## src/hdl/cartridge_bank_irq_mapper_defines.svh

```systemverilog
// ----------------------------------------------------------------------------
// Cartridge bank and IRQ mapper: assertion macros
// Shared concurrent assertion forms, clocked and reset-qualified.
// ----------------------------------------------------------------------------
`ifndef CARTRIDGE_BANK_IRQ_MAPPER_DEFINES_SVH
`define CARTRIDGE_BANK_IRQ_MAPPER_DEFINES_SVH

// Same-cycle implication, disabled while reset is low
`define CBIM_ASSERT_IMP(label, clk, rst_n, ante, cons) \
	label: assert property (@(posedge clk) disable iff (!(rst_n)) (ante) |-> (cons)) \
		else $error("cbim assertion failed");

// Next-cycle implication, disabled while reset is low
`define CBIM_ASSERT_NXT(label, clk, rst_n, ante, cons) \
	label: assert property (@(posedge clk) disable iff (!(rst_n)) (ante) |=> (cons)) \
		else $error("cbim assertion failed");

`endif

```

## src/hdl/cbim_pkg.sv

```systemverilog
// ----------------------------------------------------------------------------
// Cartridge bank and IRQ mapper: package
// Codes, offsets, state and result types shared by the mapper modules.
// ----------------------------------------------------------------------------
package cbim_pkg;

	// Item operation
	typedef enum logic {
		OP_WRITE = 1'b0,
		OP_TICK  = 1'b1
	} cbim_op_t;

	// Kind of mapping command in a result
	typedef enum logic [1:0] {
		MAP_NONE   = 2'd0,
		MAP_CHR    = 2'd1,
		MAP_PRG    = 2'd2,
		MAP_MIRROR = 2'd3
	} cbim_kind_t;

	// Register offsets after masking
	localparam logic [3:0] OFF_CHR_FIRST = 4'h0;
	localparam logic [3:0] OFF_CHR_LAST  = 4'h7;
	localparam logic [3:0] OFF_PRG       = 4'h8;
	localparam logic [3:0] OFF_MIRROR    = 4'h9;
	localparam logic [3:0] OFF_IRQ_CTRL  = 4'hA;
	localparam logic [3:0] OFF_LOW_BYTE  = 4'hB;
	localparam logic [3:0] OFF_HIGH_BYTE = 4'hC;
	localparam logic [3:0] OFF_IGNORED   = 4'hD;

	// Window and decode constants
	localparam logic [15:0] ALT_SHIFT     = 16'h2000;
	localparam logic [2:0]  WINDOW_TOP    = 3'b011;
	localparam logic [15:0] IRQ_FIRE_CNT  = 16'hFFFE;
	localparam logic [3:0]  PRG_MASK      = 4'hF;
	localparam logic [1:0]  MIRROR_MASK   = 2'h3;

	// Configuration register address
	localparam logic [1:0]  REG_ALT_ADDR  = 2'd0;

	// IRQ counter state
	typedef struct packed {
		logic [15:0] counter;
		logic [15:0] latch;
		logic        enabled;
		logic        ack;
		logic        asserted;
	} cbim_state_t;

	// One result beat
	typedef struct packed {
		cbim_kind_t  kind;
		logic [2:0]  slot;
		logic [7:0]  value;
		logic        irq;
		logic        unhandled;
	} cbim_result_t;

endpackage

```

## src/hdl/cbim_in_if.sv

```systemverilog
// ----------------------------------------------------------------------------
// Cartridge bank and IRQ mapper: input channel
// Valid/ready channel carrying one CPU write or clock tick per beat.
// ----------------------------------------------------------------------------
interface cbim_in_if;
	logic        valid;
	logic        ready;
	logic        opcode;
	logic [15:0] address;
	logic [7:0]  write_data;

	modport source (output valid, opcode, address, write_data, input ready);
	modport sink   (input valid, opcode, address, write_data, output ready);
endinterface

```

## src/hdl/cbim_out_if.sv

```systemverilog
// ----------------------------------------------------------------------------
// Cartridge bank and IRQ mapper: result channel
// Valid/ready channel carrying one mapping result per beat.
// ----------------------------------------------------------------------------
interface cbim_out_if;
	logic        valid;
	logic        ready;
	logic [1:0]  map_kind;
	logic [2:0]  map_slot;
	logic [7:0]  map_value;
	logic        irq_line;
	logic        unhandled_write;

	modport source (output valid, map_kind, map_slot, map_value, irq_line, unhandled_write,
		input ready);
	modport sink   (input valid, map_kind, map_slot, map_value, irq_line, unhandled_write,
		output ready);
endinterface

```

## src/hdl/cartridge_bank_irq_mapper.sv

```systemverilog
// ----------------------------------------------------------------------------
// Cartridge bank and IRQ mapper: top level
// Input register, single-pass decode with state update, registered result.
// ----------------------------------------------------------------------------
// An accepted item waits in s1; its decoded result is then offered from the output register.
// Throughput: one item per cycle while the result is not stalled; the state registers close the loop in one pass.
// A stalled result holds in the output register while one more item waits in s1.
// Reset (arst_n low, asynchronous): counter, latch, enable, acknowledge, IRQ line
// and the variant register clear; both pipeline stages empty.
`include "cartridge_bank_irq_mapper_defines.svh"

module cartridge_bank_irq_mapper
	import cbim_pkg::*;
(
	input  logic        clk,
	input  logic        arst_n,
	cbim_in_if.sink     in_ch,
	cbim_out_if.source  out_ch,
	input  logic        psel,
	input  logic        penable,
	input  logic        pwrite,
	input  logic [1:0]  paddr,
	input  logic [31:0] pwdata,
	output logic [31:0] prdata,
	output logic        pready
);

	logic         alt_q;
	cbim_state_t  state_q;
	cbim_state_t  state_nxt;
	cbim_result_t res_nxt;
	cbim_result_t res_s2;
	logic         valid_s1;
	logic         opcode_s1;
	logic [15:0]  address_s1;
	logic [7:0]   data_s1;
	logic         valid_s2;
	logic         s2_free;
	logic         proc_s1;
	logic         in_beat;

	// Configuration port
	assign pready = 1'b1;
	assign prdata = {31'd0, alt_q};

	always_ff @(posedge clk or negedge arst_n) begin
		if (!arst_n) begin
			alt_q <= 1'b0;
		end else if (psel && penable && pwrite && paddr == REG_ALT_ADDR) begin
			alt_q <= pwdata[0];
		end
	end

	// Handshake
	assign s2_free     = !valid_s2 || out_ch.ready;
	assign proc_s1     = valid_s1 && s2_free;
	assign in_ch.ready = !valid_s1 || s2_free;
	assign in_beat     = in_ch.valid && in_ch.ready;

	// Input register
	always_ff @(posedge clk or negedge arst_n) begin
		if (!arst_n) begin
			valid_s1 <= 1'b0;
		end else if (in_beat) begin
			valid_s1 <= 1'b1;
		end else if (proc_s1) begin
			valid_s1 <= 1'b0;
		end
	end

	always_ff @(posedge clk) begin
		if (in_beat) begin
			opcode_s1  <= in_ch.opcode;
			address_s1 <= in_ch.address;
			data_s1    <= in_ch.write_data;
		end
	end

	cbim_decode u_decode (
		.alt        (alt_q),
		.opcode     (opcode_s1),
		.address    (address_s1),
		.write_data (data_s1),
		.cur        (state_q),
		.nxt        (state_nxt),
		.res        (res_nxt)
	);

	// Advance the mapper state once per processed item
	always_ff @(posedge clk or negedge arst_n) begin
		if (!arst_n) begin
			state_q <= '0;
		end else if (proc_s1) begin
			state_q <= state_nxt;
		end
	end

	// Result register
	always_ff @(posedge clk or negedge arst_n) begin
		if (!arst_n) begin
			valid_s2 <= 1'b0;
		end else if (proc_s1) begin
			valid_s2 <= 1'b1;
		end else if (out_ch.ready) begin
			valid_s2 <= 1'b0;
		end
	end

	always_ff @(posedge clk) begin
		if (proc_s1) begin
			res_s2 <= res_nxt;
		end
	end

	assign out_ch.valid           = valid_s2;
	assign out_ch.map_kind        = res_s2.kind;
	assign out_ch.map_slot        = res_s2.slot;
	assign out_ch.map_value       = res_s2.value;
	assign out_ch.irq_line        = res_s2.irq;
	assign out_ch.unhandled_write = res_s2.unhandled;

	// The IRQ line rises only on a processed tick
	`CBIM_ASSERT_NXT(a_irq_rise_on_tick, clk, arst_n, !state_q.asserted && !(proc_s1 && opcode_s1 == OP_TICK), !state_q.asserted)
	// A firing tick asserts the line and drops the enable
	`CBIM_ASSERT_NXT(a_fire_clears_enable, clk, arst_n, proc_s1 && opcode_s1 == OP_TICK && state_q.enabled && state_q.counter == IRQ_FIRE_CNT, state_q.asserted && !state_q.enabled)
	// A held item stays in the input register
	`CBIM_ASSERT_NXT(a_s1_holds, clk, arst_n, valid_s1 && !s2_free, valid_s1 && $stable(address_s1) && $stable(opcode_s1))

endmodule

```

## src/hdl/cbim_decode.sv

```systemverilog
// ----------------------------------------------------------------------------
// Cartridge bank and IRQ mapper: item decoder
// Decodes one write or tick against the current state; gives next state and result.
// ----------------------------------------------------------------------------
module cbim_decode
	import cbim_pkg::*;
(
	input  logic         alt,
	input  logic         opcode,
	input  logic [15:0]  address,
	input  logic [7:0]   write_data,
	input  cbim_state_t  cur,
	output cbim_state_t  nxt,
	output cbim_result_t res
);

	always_comb begin
		logic        in_window;
		logic [15:0] shifted;
		logic [3:0]  off;
		nxt     = cur;
		res     = '0;
		res.kind = MAP_NONE;
		in_window = 1'b0;
		shifted = address;
		off     = address[3:0];

		if (cbim_op_t'(opcode) == OP_TICK) begin
			// Acknowledge drops the line before the counter step
			if (cur.ack) begin
				nxt.asserted = 1'b0;
				nxt.ack      = 1'b0;
			end
			if (cur.enabled) begin
				if (cur.counter == IRQ_FIRE_CNT) begin
					nxt.asserted = 1'b1;
					nxt.enabled  = 1'b0;
				end else begin
					nxt.counter = cur.counter - 16'd1;
				end
			end
		end else begin
			// Window check, then in alt mode shift the high window down
			if (alt) begin
				in_window = address[15];
				shifted   = address - ALT_SHIFT;
			end else begin
				in_window = (address[15:13] == WINDOW_TOP);
			end
			off = shifted[3:0];

			if (in_window) begin
				if (shifted[15:13] != WINDOW_TOP) begin
					res.unhandled = 1'b1;
				end else begin
					unique case (off) inside
						[OFF_CHR_FIRST:OFF_CHR_LAST]: begin
							res.kind  = MAP_CHR;
							res.slot  = off[2:0];
							res.value = write_data;
						end
						OFF_PRG: begin
							res.kind  = MAP_PRG;
							res.value = {4'd0, write_data[3:0] & PRG_MASK};
						end
						OFF_MIRROR: begin
							res.kind  = MAP_MIRROR;
							res.value = {6'd0, write_data[1:0] & MIRROR_MASK};
						end
						OFF_IRQ_CTRL: begin
							nxt.enabled = write_data[0];
							nxt.ack     = 1'b1;
							if (alt) begin
								nxt.counter = cur.latch;
							end
						end
						OFF_LOW_BYTE: begin
							if (alt) begin
								nxt.latch[7:0] = write_data;
							end else begin
								nxt.counter[7:0] = write_data;
							end
						end
						OFF_HIGH_BYTE: begin
							if (alt) begin
								nxt.latch[15:8] = write_data;
							end else begin
								nxt.counter[15:8] = write_data;
							end
						end
						OFF_IGNORED: begin
						end
						default: begin
							res.unhandled = 1'b1;
						end
					endcase
				end
			end
		end

		// Line level after this step
		res.irq = nxt.asserted;
	end

endmodule
```

## src/flat_wrapper.sv

```systemverilog
// flat-port wrapper written by rule: the top's interface ports become plain ports
module cartridge_bank_irq_mapper_flat import cbim_pkg::*;
  (clk, arst_n, psel, penable, pwrite, paddr, pwdata, prdata, pready, in_ch_valid, in_ch_opcode, in_ch_address, in_ch_write_data, in_ch_ready, out_ch_valid, out_ch_map_kind, out_ch_map_slot, out_ch_map_value, out_ch_irq_line, out_ch_unhandled_write, out_ch_ready);
  cbim_in_if in_ch_i ();
  cbim_out_if out_ch_i ();
  input  logic clk;
  input  logic arst_n;
  input  logic psel;
  input  logic penable;
  input  logic pwrite;
  input  logic [1:0] paddr;
  input  logic [31:0] pwdata;
  output logic [31:0] prdata;
  output logic pready;
  input wire logic [$bits(in_ch_i.valid)-1:0] in_ch_valid;
  input wire logic [$bits(in_ch_i.opcode)-1:0] in_ch_opcode;
  input wire logic [$bits(in_ch_i.address)-1:0] in_ch_address;
  input wire logic [$bits(in_ch_i.write_data)-1:0] in_ch_write_data;
  output wire logic [$bits(in_ch_i.ready)-1:0] in_ch_ready;
  output wire logic [$bits(out_ch_i.valid)-1:0] out_ch_valid;
  output wire logic [$bits(out_ch_i.map_kind)-1:0] out_ch_map_kind;
  output wire logic [$bits(out_ch_i.map_slot)-1:0] out_ch_map_slot;
  output wire logic [$bits(out_ch_i.map_value)-1:0] out_ch_map_value;
  output wire logic [$bits(out_ch_i.irq_line)-1:0] out_ch_irq_line;
  output wire logic [$bits(out_ch_i.unhandled_write)-1:0] out_ch_unhandled_write;
  input wire logic [$bits(out_ch_i.ready)-1:0] out_ch_ready;
  assign in_ch_i.valid = in_ch_valid;
  assign in_ch_i.opcode = in_ch_opcode;
  assign in_ch_i.address = in_ch_address;
  assign in_ch_i.write_data = in_ch_write_data;
  assign in_ch_ready = in_ch_i.ready;
  assign out_ch_valid = out_ch_i.valid;
  assign out_ch_map_kind = out_ch_i.map_kind;
  assign out_ch_map_slot = out_ch_i.map_slot;
  assign out_ch_map_value = out_ch_i.map_value;
  assign out_ch_irq_line = out_ch_i.irq_line;
  assign out_ch_unhandled_write = out_ch_i.unhandled_write;
  assign out_ch_i.ready = out_ch_ready;
  cartridge_bank_irq_mapper u_core (.clk(clk), .arst_n(arst_n), .in_ch(in_ch_i), .out_ch(out_ch_i), .psel(psel), .penable(penable), .pwrite(pwrite), .paddr(paddr), .pwdata(pwdata), .prdata(prdata), .pready(pready));
endmodule
```

## config.mk

```make
export PLATFORM = sky130hd
export DESIGN_NAME = cartridge_bank_irq_mapper_flat
export DESIGN_NICKNAME = d
export VERILOG_FILES = /design/src/hdl/cbim_pkg.sv /design/src/hdl/cbim_in_if.sv /design/src/hdl/cbim_out_if.sv /design/src/hdl/cartridge_bank_irq_mapper.sv /design/src/hdl/cbim_decode.sv /design/src/flat_wrapper.sv
export VERILOG_INCLUDE_DIRS = /design/src /design/src/hdl
export SDC_FILE = /design/constraint.sdc
export NUM_CORES = 1
export LEC_CHECK = 0
export ABC_CLOCK_PERIOD_IN_PS = 2500
export CORE_AREA = 2 2 115 117
export CTS_CLUSTER_SIZE = 14
export DETAILED_ROUTE_END_ITERATION = 12
export DIE_AREA = 0 0 117 119
export DONT_BUFFER_PORTS = 1
export HOLD_SLACK_MARGIN = 0.08
export PLACE_DENSITY = 0.49
export SKIP_LAST_GASP = 1
export SYNTH_ARGS = -nofsm -noshare
export SYNTH_HDL_FRONTEND = slang
export SYNTH_SLANG_ARGS = --single-unit
```

## constraint.sdc

```tcl
create_clock -name clk -period 2.5 [get_ports clk]
set_input_delay 0.125 -clock clk [delete_from_list [all_inputs] [get_ports clk]]
set_output_delay 0.125 -clock clk [all_outputs]
set_load 0.005 [all_outputs]
```

**After elaboration in Yosys (flattened, before gate mapping)**

Cells that the tools add are included.

- Register bits after elaboration: 78
- Word-level logic and storage cells: 100

- Reductions and logical operators: 26
- Add/sub/neg operators: 2
- Mux-type cells: 33
- Bitwise gates (word level): 4
- Order comparisons: 2
- Eq/ne operators: 15

Operator list:

| cell | number |
|---|---|
| 2-to-1 mux 16 bit | 6 |
| 2-to-1 mux 34 bit | 2 |
| 2-to-1 mux 8 bit | 5 |
| one-hot mux 8 bit (2 select lines) | 2 |
| == test 4 bit (second input constant) | 6 |
| one-hot mux 8 bit (3 select lines) | 1 |
| == test 16 bit (second input constant) | 1 |
| AND reduction 8 bit | 2 |
| subtractor 16 x 1 -> 16 bit (second input constant) | 1 |
| subtractor 16 x 14 -> 16 bit (second input constant) | 1 |
| 2-to-1 mux 1 bit | 14 |
| AND reduction 6 bit | 2 |
| nonzero test 2 bit | 4 |
| OR reduction 7 bit | 1 |
| logical AND 1 bit | 6 |
| inequality test 3 bit (second input constant) | 2 |
| one-hot mux 2 bit (3 select lines) | 1 |
| nonzero test 3 bit | 2 |
| greater-or-equal comparator 4 x 1 -> 1 bit (second input constant) | 1 |
| less-or-equal comparator 4 x 3 -> 1 bit (second input constant) | 1 |
| 2-to-1 mux 2 bit | 2 |
| inequality test 2 x 1 -> 1 bit (second input constant) | 2 |
| inverter 1 bit | 4 |
| AND reduction 4 bit | 1 |
| other kinds (10) | 12 |

**Logic depth before layout (Yosys ltp)**

Gate-level depths: netlist (run 1).

- Depth in word-level cells: 8
- Mapped depth: 10
- Gate-level depth less buffers: 8

**By module**

From an unflattened synthesis (run 1), not the netlist that was laid out.

- Cells, all modules: 383
- Area total of the unflattened synthesis: 4546.9 um^2

Modules (own cells, without submodules):

| module | area an instance (um^2) | cells each | instances |
|---|---|---|---|
| cartridge_bank_irq_mapper | 3020.4 | 161 | 1 |
| cbim_decode | 1526.5 | 222 | 1 |

**Least setup slack after synthesis (run 1)**

OpenSTA, ideal clock, no wires.

- Path type: register -> register
- Start: reg u_core.address_s1[13]
- End: reg u_core.state_q[11] (netlist name)
- Data required time: 2.375 ns
- Stages on the path, launching flop included: 9
- Arrival: 2.128 ns
- Setup time: 0.125 ns
- Buffers on the path: 1
- Setup slack: 0.247 ns
- Cell sequence: edfxtp_1 inv_1 ha_1 nor3b_2 a32oi_2 or2_1 buf_6 nor3b_4 mux2_2

- Word-level cells in the longest chain between the ends: 6
- Elaborated cells between the ends (all ways): 9

RTL lines:

| item | line | source |
|---|---|---|
| start, declared | cartridge_bank_irq_mapper.sv:35 | `logic [15:0] address_s1;` |
| start signal, assigned | cartridge_bank_irq_mapper.sv:74 | `address_s1 <= in_ch.address;` |
| subtractor 16 x 14 -> 16 bit | cbim_decode.sv:46 | `shifted = address - ALT_SHIFT;` |
| 2-to-1 mux 16 bit | cbim_decode.sv:44 | `if (alt) begin` |
| 2-to-1 mux 16 bit | cbim_decode.sv:28 | `if (cbim_op_t'(opcode) == OP_TICK) begin` |
| inequality test 3 x 2 -> 1 bit | cbim_decode.sv:53 | `if (shifted[15:13] != WINDOW_TOP) begin` |
| inverter 1 bit (no source line) | n/a |  |
| AND reduction 6 bit (no source line) * | n/a |  |
| end signal, assigned | cartridge_bank_irq_mapper.sv:94 | `state_q <= state_nxt;` |
| end, declared | cartridge_bank_irq_mapper.sv:29 | `cbim_state_t state_q;` |

Mark *: on every way between the ends. The rest lies on a longest branch, timed or not. The select of a mux whose other input is x is not followed.
A chain may end at the register's enable or synchronous reset.

**Final worst setup path (run 1)**

- Start: reg u_core.address_s1[14]
- End: reg u_core.state_q[4] (netlist name)

The elaborated chain is that of the path after synthesis.

==> run_results.csv, run 1 <==
group,metric,value,unit
power_and_ir_drop,lkg_pwr,1.79,nW
route,drt-initial-drc-count,75,
route,dr.pass1.iters,4,
yosys,netlist_top_cells_count,"sky130_fd_sc_hd__dfrtp_1 (38), sky130_fd_sc_hd__buf_4 (34), sky130_fd_sc_hd__edfxtp_1 (31), sky130_fd_sc_hd__nor2_1 (21), sky130_fd_sc_hd__mux2_2 (17)",
sta,fin_crit_sh,92.4,%
yosys,number_of_flops_mapped_to_enable_cells_by_yosys,31,
sta,fin_skew,0.00749,ns
global_routing,number_of_global_route_vias_before_repair,2553,
power_and_ir_drop,power_density_of_the_placed_cells,661,mW/mm^2
route,routed_via_density,4.64,
yosys,synthCells,331,
finish,final_net_count,436,
global_routing,initial_antenna_violation_count,0,
finish,post_layout_nonfiller_instances,547,
worst_setup_path,critPathCaptureType,"register",
yosys,yosys_most_used_dff,"sky130_fd_sc_hd__dfrtp_1",
global_routing,grt_max_degree,39,
clock_network,cts_root_buffer_type,"sky130_fd_sc_hd__clkbuf_16",
finish,regArea,0.00188,mm^2
power_and_ir_drop,cell_internal_pwr,2.17,mW
sta,maxClockFrequency,433,MHz
clock_network,clockBufferDepth,2,
yosys,syn_area_per_cell,11.2,um^2
power_and_ir_drop,power.net_switching,0.738,mW
status,outcome,"finished clean",
worst_setup_path,cp.arrival,2.52,ns
global_routing,grt_first_pass_wirelength,13.0,mm
route,num_vias,2537,
placed_design,post-place-cells,507,
yosys,synth_warnings,0,
worst_setup_path,critical_path.max_fanout,8,
finish,num_antenna_cells,0,
finish,area_taken_by_multi_input_logic_gates,0.00158,mm^2
sta,final-max-slew-violation-count,0,
sta,finalSetupTns,0,ns
floorplan,io_pins,116,
sta,setup_violation_total_in_the_final_timing_report,0,
route,wirelength,7.73,mm
yosys,synth_seq_cells,69,
placed_design,detailedPlacementHpwl,5.68,mm
sta,worstMarginPinSlew,0.693,ns
clock_network,clock_latency,0.33,ns
yosys,synth_area_leaders,"sky130_fd_sc_hd__dfrtp_1 (26%), sky130_fd_sc_hd__edfxtp_1 (25%), sky130_fd_sc_hd__buf_4 (6.9%), sky130_fd_sc_hd__mux2_2 (5.2%), sky130_fd_sc_hd__mux2i_1 (4.3%)",
finish,synthToLayoutAreaGrowth,18.7,%
global_routing,gr-max-usage-layer,"met2",
flow_run,cap_viol_max_count,0,
floorplan,fp-row-count,42,
route,detail_routed_net_length_per_standard_cell,14.1,um
sta,layout_min_cycle_time,2.31,ns
power_and_ir_drop,pwr-share-clk,39.8,%
clock_network,htree_num_levels,3,
finish,nFillCells,1312,
sta,rsz0062_at_grt,"false",
power_and_ir_drop,comb_power_share,13.0,%
yosys,number_of_distinct_library_cell_variants_in_the_gate_level_netlist_after_synthesis,57,
global_routing,grt_util_met2,18.0,%
global_routing,gr-total-overflow,0,
clock_network,cts_tree,"yes",
clock_network,tritoncts_num_sinks,69,
floorplan,initial_utilization,28.7,%
power_and_ir_drop,net_switching_share_of_the_total_power,25.4,%
placed_design,placement.io_buffers,0,
global_routing,global_routing_met1_resource_utilization,17.0,%
floorplan,die_area,0.0139,mm^2
worst_setup_path,worst_setup_path_start_kind,"register",
worst_hold_path,worst_hold_path_type,"in2async",
floorplan,die_y,119,um
yosys,synth_seq_area_share,50.9,%
floorplan,core_area,0.0129,mm^2
worst_setup_path,worstSetupPathType,"reg2reg",
finish,layout.core_utilization,34.1,%
yosys,synth-async-reset-ratio,55.1,%
global_routing,groute.layer.met3.usage,3.36,%
sta,hold_violations,0,
clock_network,cts.clk_slew.worst_paths,0.05,ns
yosys,post_synth_instance_area,0.00370,mm^2
clock_network,cts_inserted_buffers,9,
yosys,synth_area_leader_cell,"sky130_fd_sc_hd__dfrtp_1",
power_and_ir_drop,part_of_the_total_power_dissipated_in_sequential_elements,47.2,%
placed_design,gp_congestion,0.800,
global_routing,grt.total_usage,12.1,%
power_and_ir_drop,vdd_ir_drop_max,0.585,mV
yosys,yosys.cell_count.top_type,"sky130_fd_sc_hd__dfrtp_1",
route,drt_drc_violations_left,0,
floorplan,die_width,117,um
worst_setup_path,worst-endpoint-required,2.71,ns
finish,drive_above_1_share,18.3,%
yosys,post-synth-top-area-fraction,25.7,%
route,antenna_violating_nets_post_route,0,
sta,maxSlewHeadroom,53.8,%
[layout by cell type (no fill, tap or decap), drive strengths merged, types with 15 or more instances in the layout]
master / count
nor3: 15
mux2i: 16
dfrtp: 38
mux2: 17
dlygate4sd3: 22
o21ai: 16
buf: 22
nand2: 17
conb: 32
edfxtp: 31
nor2: 23
[critical path, stage by stage (launching register included)]
cell,delay [ns]
sky130_fd_sc_hd__edfxtp_1,0.42
sky130_fd_sc_hd__inv_1,0.08
sky130_fd_sc_hd__ha_1,0.23
sky130_fd_sc_hd__nor3b_2,0.20
sky130_fd_sc_hd__a32oi_2,0.14
sky130_fd_sc_hd__or2_1,0.38
sky130_fd_sc_hd__nor3_4,0.21
sky130_fd_sc_hd__buf_4,0.20
sky130_fd_sc_hd__mux2_2,0.34
[final cells by class]
| type | count | area share, % |
|---|---|---|
| Sequential cell | 69 | 42.8 |
| Clock inverter | 2 | 0.199 |
| Tap cell | 176 | 5.01 |
| Clock buffer | 14 | 6.01 |
| Timing Repair Buffer | 44 | 9.34 |
| Multi-Input combinational cell | 235 | 36.0 |
| Inverter | 7 | 0.598 |
[repair_timing]
item                                    in CTS  in global routing
setup buffers                                0                  1
resized for setup                            0                  3
hold endpoints to repair                    57                  0
hold buffers                                23                  0
endpoints found under the setup margin       0                 10
[routing by layer]
metal,part of all wire (%),vias up
met5,0,-
met4,1.3,0
met3,4.3,7
met2,46,74
met1,49,1239
li1,-,1217
[kinds of logic after synthesis]
group                      share of synthesized area (%)
AOI/OAI and AO/OA                                   10.7
adders and majority gates                           1.35
DFF                                                 50.9
and+or+nand+nor                                     17.2
other                                              0.203
muxes                                               9.50
xor gates and xnor gates                           0.237
buffers and inverters                               9.94
[worst paths after layout]
kind                                        from            endpoint  slack (ns)  cells past startpoint
max                        u_core.address_s1[14]   u_core.state_q[4]        0.19                      8
min                                       arst_n  u_core.state_q[27]        0.27                      2
max reg2reg                u_core.address_s1[14]   u_core.state_q[4]        0.19                      8
min reg2reg                    u_core.state_q[0]   u_core.state_q[0]        0.49                      2
max in group asynchronous                 arst_n  u_core.state_q[19]        2.03                      2
min in group clk                    out_ch_ready         in_ch_ready        0.39                      1
[per-stage QoR]
step | area, um^2 | power (mW) | worst slack (ns) | hold WS [ns]
floorplan | 3810 | 1.66 | 0.247 | -0.171
CTS | 4350 | 2.94 | 0.0769 | 0.284
global route | 4390 | 3.06 | 0.0390 | 0.292
finish | 4390 | 2.90 | 0.190 | 0.266
global placement | 3840 | 1.71 | 0.108 | -0.168
detailed placement | 3840 | 1.72 | 0.0901 | -0.168
[power groups by stage]
| stage | Combinational, mW | Clock [mW] | Sequential [mW] |
|---|---|---|---|
| finish | 0.378 | 1.16 | 1.37 |
| detailed placement | 0.329 | 0 | 1.39 |
| floorplan | 0.310 | 0 | 1.35 |
| global placement | 0.323 | 0 | 1.39 |
| CTS | 0.379 | 1.19 | 1.37 |
| global route | 0.426 | 1.24 | 1.39 |
[sequential cells by signal, summed over array words and instances (netlist names), 2 cells and up]
name                     count
u_core.out_ch.map_slot       3
u_core.address_s1            7
u_core.state_q              35
u_core.data_s1               8
u_core.out_ch.map_value      8
u_core.out_ch.map_kind       2
(Power assumes the default switching activity.)
==> run 2, diff against run 1 <==
ABC_AREA = 0   (was default)
REMOVE_ABC_BUFFERS = 1   (was default)
==> run_results.csv, run 2 (synthesis gave the netlist of run 1 again) <==
group,metric,value,unit
floorplan,die_area,0.0139,mm^2
clock_network,clock_latency,0.34,ns
power_and_ir_drop,vdd_ir_drop_max,0.415,mV
worst_setup_path,crit_chain,"inv_1, ha_1, nor3b_2, a32oi_2, or2_1, nor3_4, mux2_2",
worst_setup_path,critical_path.max_fanout,8,
floorplan,initial_utilization,28.7,%
sta,setup_violation_total_in_the_final_timing_report,0,
finish,largest_register_ff_count,35,
worst_setup_path,worst_setup_path_start_kind,"register",
sta,maxSlewHeadroom,52.4,%
flow_run,cap_viol_max_count,0,
power_and_ir_drop,net_switching_share_of_the_total_power,24.5,%
worst_setup_path,timing.critical_path.slowest_cell_delay,0.43,ns
sta,fin_crit_sh,94.4,%
route,wirelength,7.99,mm
route,detail_routed_net_length_per_standard_cell,14.6,um
clock_network,clockBufferDepth,2,
route,routed_via_density,4.64,
sta,layout_min_cycle_time,2.36,ns
route,dr.pass1.iters,4,
floorplan,core_area,0.0129,mm^2
power_and_ir_drop,power_density_of_the_placed_cells,725,mW/mm^2
floorplan,fp-row-count,42,
finish,post_layout_nonfiller_instances,547,
worst_setup_path,r2r_slack,0.14,ns
placed_design,gp_congestion,0.789,
worst_setup_path,critPathCaptureType,"register",
worst_setup_path,worstReg2RegStart,"u_core.address_s1[14]",
power_and_ir_drop,pwr-share-clk,46.0,%
finish,drive_above_1_share,19.4,%
worst_setup_path,worst-endpoint-required,2.72,ns
placed_design,post-place-cells,507,
finish,num_antenna_cells,0,
clock_network,cts_inserted_buffers,9,
route,num_vias,2539,
power_and_ir_drop,power.net_switching,0.791,mW
global_routing,grt_first_pass_wirelength,12.9,mm
clock_network,tritoncts_num_sinks,69,
clock_network,cts.clk_slew.worst_paths,0.06,ns
finish,layout.core_utilization,34.7,%
sta,rsz0062_at_grt,"true",
finish,layout.cells.most_common_list,"sky130_fd_sc_hd__dfrtp_1 (38), sky130_fd_sc_hd__conb_1 (32), sky130_fd_sc_hd__edfxtp_1 (31)",
route,drt_drc_violations_left,0,
global_routing,grt_max_degree,39,
worst_setup_path,worstSetupPathType,"reg2reg",
worst_setup_path,timing.critical_path.slowest_stage_cell,"sky130_fd_sc_hd__edfxtp_1",
placed_design,detailedPlacementHpwl,5.69,mm
floorplan,io_pins,116,
status,outcome,"finished clean",
global_routing,initial_antenna_violation_count,0,
clock_network,cts_tree,"yes",
clock_network,cts_root_buffer_type,"sky130_fd_sc_hd__clkbuf_16",
placed_design,placement.io_buffers,0,
sta,maxClockFrequency,424,MHz
sta,fin_skew,0.00442,ns
finish,layout.cells.most_common,"sky130_fd_sc_hd__dfrtp_1",
worst_setup_path,cp.arrival,2.58,ns
global_routing,grt.total_usage,12.2,%
finish,final_net_count,436,
sta,final-max-slew-violation-count,0,
route,drt-initial-drc-count,106,
worst_hold_path,worst_hold_path_type,"in2async",
sta,worstMarginPinSlew,0.714,ns
global_routing,number_of_global_route_vias_before_repair,2396,
finish,synthToLayoutAreaGrowth,20.6,%
floorplan,die_y,119,um
power_and_ir_drop,part_of_the_total_power_dissipated_in_sequential_elements,42.4,%
finish,largest-register,"u_core.state_q",
sta,hold_violations,0,
route,antenna_violating_nets_post_route,0,
worst_setup_path,crit_path_start,"u_core.address_s1[14]",
global_routing,gr-total-overflow,0,
floorplan,die_width,117,um
power_and_ir_drop,cell_internal_pwr,2.44,mW
clock_network,htree_num_levels,3,
power_and_ir_drop,comb_power_share,11.6,%
power_and_ir_drop,lkg_pwr,1.82,nW
run 2: area by class of cell:
class	count	area, um^2
Tap cell	176	220
Multi-Input combinational cell	235	1570
Timing Repair Buffer	44	410
Fill cell	1298	8410
Inverter	7	26.3
Clock inverter	6	110
Clock buffer	10	239
Sequential cell	69	1880
run 2: worst max-delay path, delay by kind of cell (launching register included):
family	cells	cell delay, ns
fa+ha+maj	1	0.23
buf+inv	1	0.08
flops	1	0.43
simple gates	3	0.95
compound gates	1	0.15
mux	1	0.38
run 2: worst paths after layout:
path	endpoint	cells after the start
setup / recovery	u_core.state_q[9]	7
hold / removal	u_core.state_q[31]	2
setup reg to reg	u_core.state_q[9]	7
hold reg to reg	u_core.state_q[0]	2
max in group asynchronous	u_core.state_q[17]	2
min in group clk	in_ch_ready	1
run 2: power groups by stage:
stage	Combinational, mW	Sequential, mW	Clock (mW)
detailed placement	0.325	1.39	0
floorplan	0.218	1.38	0
CTS	0.375	1.37	1.53
finish	0.375	1.37	1.49
global placement	0.320	1.39	0
global route	0.423	1.39	1.56
run 2: timing repair:
item | in CTS | in global routing
hold endpoints to repair | 57 | 0
gates resized for setup | 0 | 2
buffers inserted | 0 | 1
hold buffers | 23 | 0
setup endpoints to repair | 0 | 21
run 2: through the flow:
step	worst slack (ns)	instance area, um^2	setup TNS [ns]	power, mW	hold WS (ns)
after floorplan	0.0750	3470	0	1.60	-0.171
after global placement	0.0956	3840	0	1.71	-0.168
after detailed placement	0.0449	3840	0	1.72	-0.168
after CTS	0.0307	4430	0	3.27	0.299
after global routing	-0.0144	4460	-0.0360	3.37	0.292
final	0.140	4460	0	3.23	0.257
run 2: layer usage:
metal / vias to the layer above / share of wire (%) / global-route usage [%]
met3: 11 / 4.5 / 3.10
met5: - / 0 / 0
met1: 1240 / 47 / 17.4
met2: 72 / 46 / 17.9
met4: 0 / 1.7 / 4.41
li1: 1216 / - / -
==> run 3, diff against run 2 <==
CORE_AREA = 2 2 94 142   (was 2 2 115 117)
DIE_AREA = 0 0 96 144   (was 0 0 117 119)
==> run_results.csv, run 3 (synthesis gave the netlist of run 1 again) <==
group,metric,value,unit
clock_network,cts_tree,"yes",
sta,fin_crit_sh,94.4,%
route,routed_via_density,4.78,
worst_setup_path,rr_worst_depth,8,
worst_setup_path,timing.critical_path.slowest_cell_delay,0.43,ns
finish,final_net_count,436,
sta,finalSetupTns,0,ns
status,outcome,"finished clean",
finish,largest_register_ff_count,35,
global_routing,gr-total-overflow,0,
sta,maxClockFrequency,424,MHz
worst_setup_path,worstSetupPathType,"reg2reg",
finish,synthToLayoutAreaGrowth,20.4,%
floorplan,io_pins,116,
worst_setup_path,r2r_slack,0.14,ns
route,num_vias,2533,
worst_hold_path,worst_hold_path_type,"in2async",
worst_setup_path,worst-endpoint-required,2.72,ns
placed_design,place_ws,0.130,ns
route,dr.pass1.iters,4,
global_routing,initial_antenna_violation_count,0,
global_routing,grt_first_pass_wirelength,13.4,mm
worst_setup_path,critical_path.reg2reg.endpoint,"u_core.state_q[15]",
floorplan,die_y,144,um
placed_design,placement.io_buffers,0,
route,detail_routed_net_length_per_standard_cell,16.2,um
finish,drive_above_1_share,19.4,%
sta,rsz0062_at_grt,"true",
power_and_ir_drop,lkg_pwr,1.82,nW
sta,final_critical_path_setup_slack,0.140,ns
finish,layout.cells.most_common,"sky130_fd_sc_hd__dfrtp_1",
placed_design,detailedPlacementHpwl,6.25,mm
placed_design,total_cell_area_at_the_placement_stage,0.00385,mm^2
floorplan,initial_utilization,29.1,%
worst_setup_path,critical_path.max_fanout,8,
clock_network,clock_latency,0.33,ns
worst_setup_path,cp.arrival,2.58,ns
worst_setup_path,timing.critical_path.slowest_stage_cell,"sky130_fd_sc_hd__edfxtp_1",
floorplan,fp-row-count,51,
sta,finalHoldWorstSlack,0.263,ns
route,drt_drc_violations_left,0,
power_and_ir_drop,vdd_ir_drop_max,0.401,mV
floorplan,die_width,96,um
worst_setup_path,critPathCaptureType,"register",
worst_setup_path,worst_setup_path_start_kind,"register",
finish,finish.instance_area,0.00446,mm^2
worst_setup_path,worstReg2RegStart,"u_core.address_s1[14]",
route,wirelength,8.59,mm
clock_network,cts_inserted_buffers,9,
worst_setup_path,crit_chain,"inv_1, ha_1, nor3b_2, a32oi_2, or2_1, nor3b_4, buf_12, mux2_2",
power_and_ir_drop,power_density_of_the_placed_cells,719,mW/mm^2
global_routing,grt_max_degree,39,
sta,layout_min_cycle_time,2.36,ns
sta,maxSlewHeadroom,59.6,%
finish,num_antenna_cells,0,
sta,hold_violations,0,
clock_network,buffers_inserted_by_post_cts_timing_repair,0,
finish,largest-register,"u_core.state_q",
global_routing,grt.total_usage,13.1,%
sta,setup_violation_total_in_the_final_timing_report,0,
route,antenna_violating_nets_post_route,0,
sta,final-max-slew-violation-count,0,
clock_network,tritoncts_num_sinks,69,
placed_design,gp_congestion,0.800,
clock_network,clockBufferDepth,2,
global_routing,number_of_global_route_vias_before_repair,2467,
sta,fin_skew,0.00733,ns
clock_network,htree_num_levels,3,
floorplan,die_area,0.0138,mm^2
finish,layout.cells.most_common_list,"sky130_fd_sc_hd__dfrtp_1 (38), sky130_fd_sc_hd__conb_1 (32), sky130_fd_sc_hd__edfxtp_1 (31)",
flow_run,cap_viol_max_count,0,
route,drt-initial-drc-count,150,
clock_network,cts.clk_slew.worst_paths,0.06,ns
clock_network,cts_root_buffer_type,"sky130_fd_sc_hd__clkbuf_16",
sta,worstMarginPinSlew,0.600,ns
floorplan,core_area,0.0127,mm^2
==> run 3: critical path, delay by kind of cell, from the launching register on <==
kind / cells / cell delay (ns)
AO/OA/AOI/OAI: 1 / 0.14
adder cells (fa/ha/maj): 1 / 0.23
buffers and inverters: 2 / 0.24
flip-flops: 1 / 0.43
multiplexers: 1 / 0.33
AND/OR/NAND/NOR: 3 / 0.88
==> run 3: worst max-delay path by stage <==
stage	startpoint	to	slack [ns]	cells after the start
final	u_core.address_s1[14]	u_core.state_q[15]	0.14	8
after global routing	u_core.address_s1[14]	u_core.state_q[8]	-0.04	8
after CTS	u_core.address_s1[14]	u_core.state_q[26]	0.09	10
after detailed placement	u_core.address_s1[14]	u_core.state_q[26]	0.13	10
after global placement	u_core.address_s1[13]	u_core.state_q[24]	0.17	9
after floorplan	u_core.address_s1[1]	u_core.state_q[11]	0.08	3
==> run 3: what timing repair did <==
| action | 4_1_cts | 5_1_grt |
|---|---|---|
| gates resized for setup | 0 | 4 |
| hold buffers | 23 | 0 |
| hold endpoints to repair | 57 | 0 |
| endpoints found under the setup margin | 0 | 23 |
==> run 3: per-layer routing <==
metal / global-route usage, % / share of wire (%) / vias up
met2: 23.3 / 54 / 80
met3: 2.03 / 3.5 / 18
met1: 14.6 / 39 / 1220
met4: 7.37 / 3.4 / 0
met5: 0 / 0 / -
li1: - / - / 1215
==> run 3: power breakdown <==
| part | switching (mW) | internal [mW] | total, mW |
|---|---|---|---|
| registers | 0.0896 | 1.28 | 1.37 |
| logic | 0.224 | 0.162 | 0.386 |
| clock network | 0.479 | 0.968 | 1.45 |
==> run 3: per-stage QoR <==
step	total power [mW]	utilization [%]	std cells
finish	3.20	35.1	530
global route	3.33	35.1	530
CTS	3.23	34.9	530
detailed placement	1.72	30.3	491
global placement	1.71	30.3	491
floorplan	1.60	-	311
==> run 3: cell type report <==
cell class	instances	area (um^2)
Clock buffer	9	225
Sequential cell	69	1880
Inverter	7	26.3
Fill cell	1249	8240
Tap cell	159	199
Clock inverter	7	114
Multi-Input combinational cell	235	1590
Timing Repair Buffer	44	423
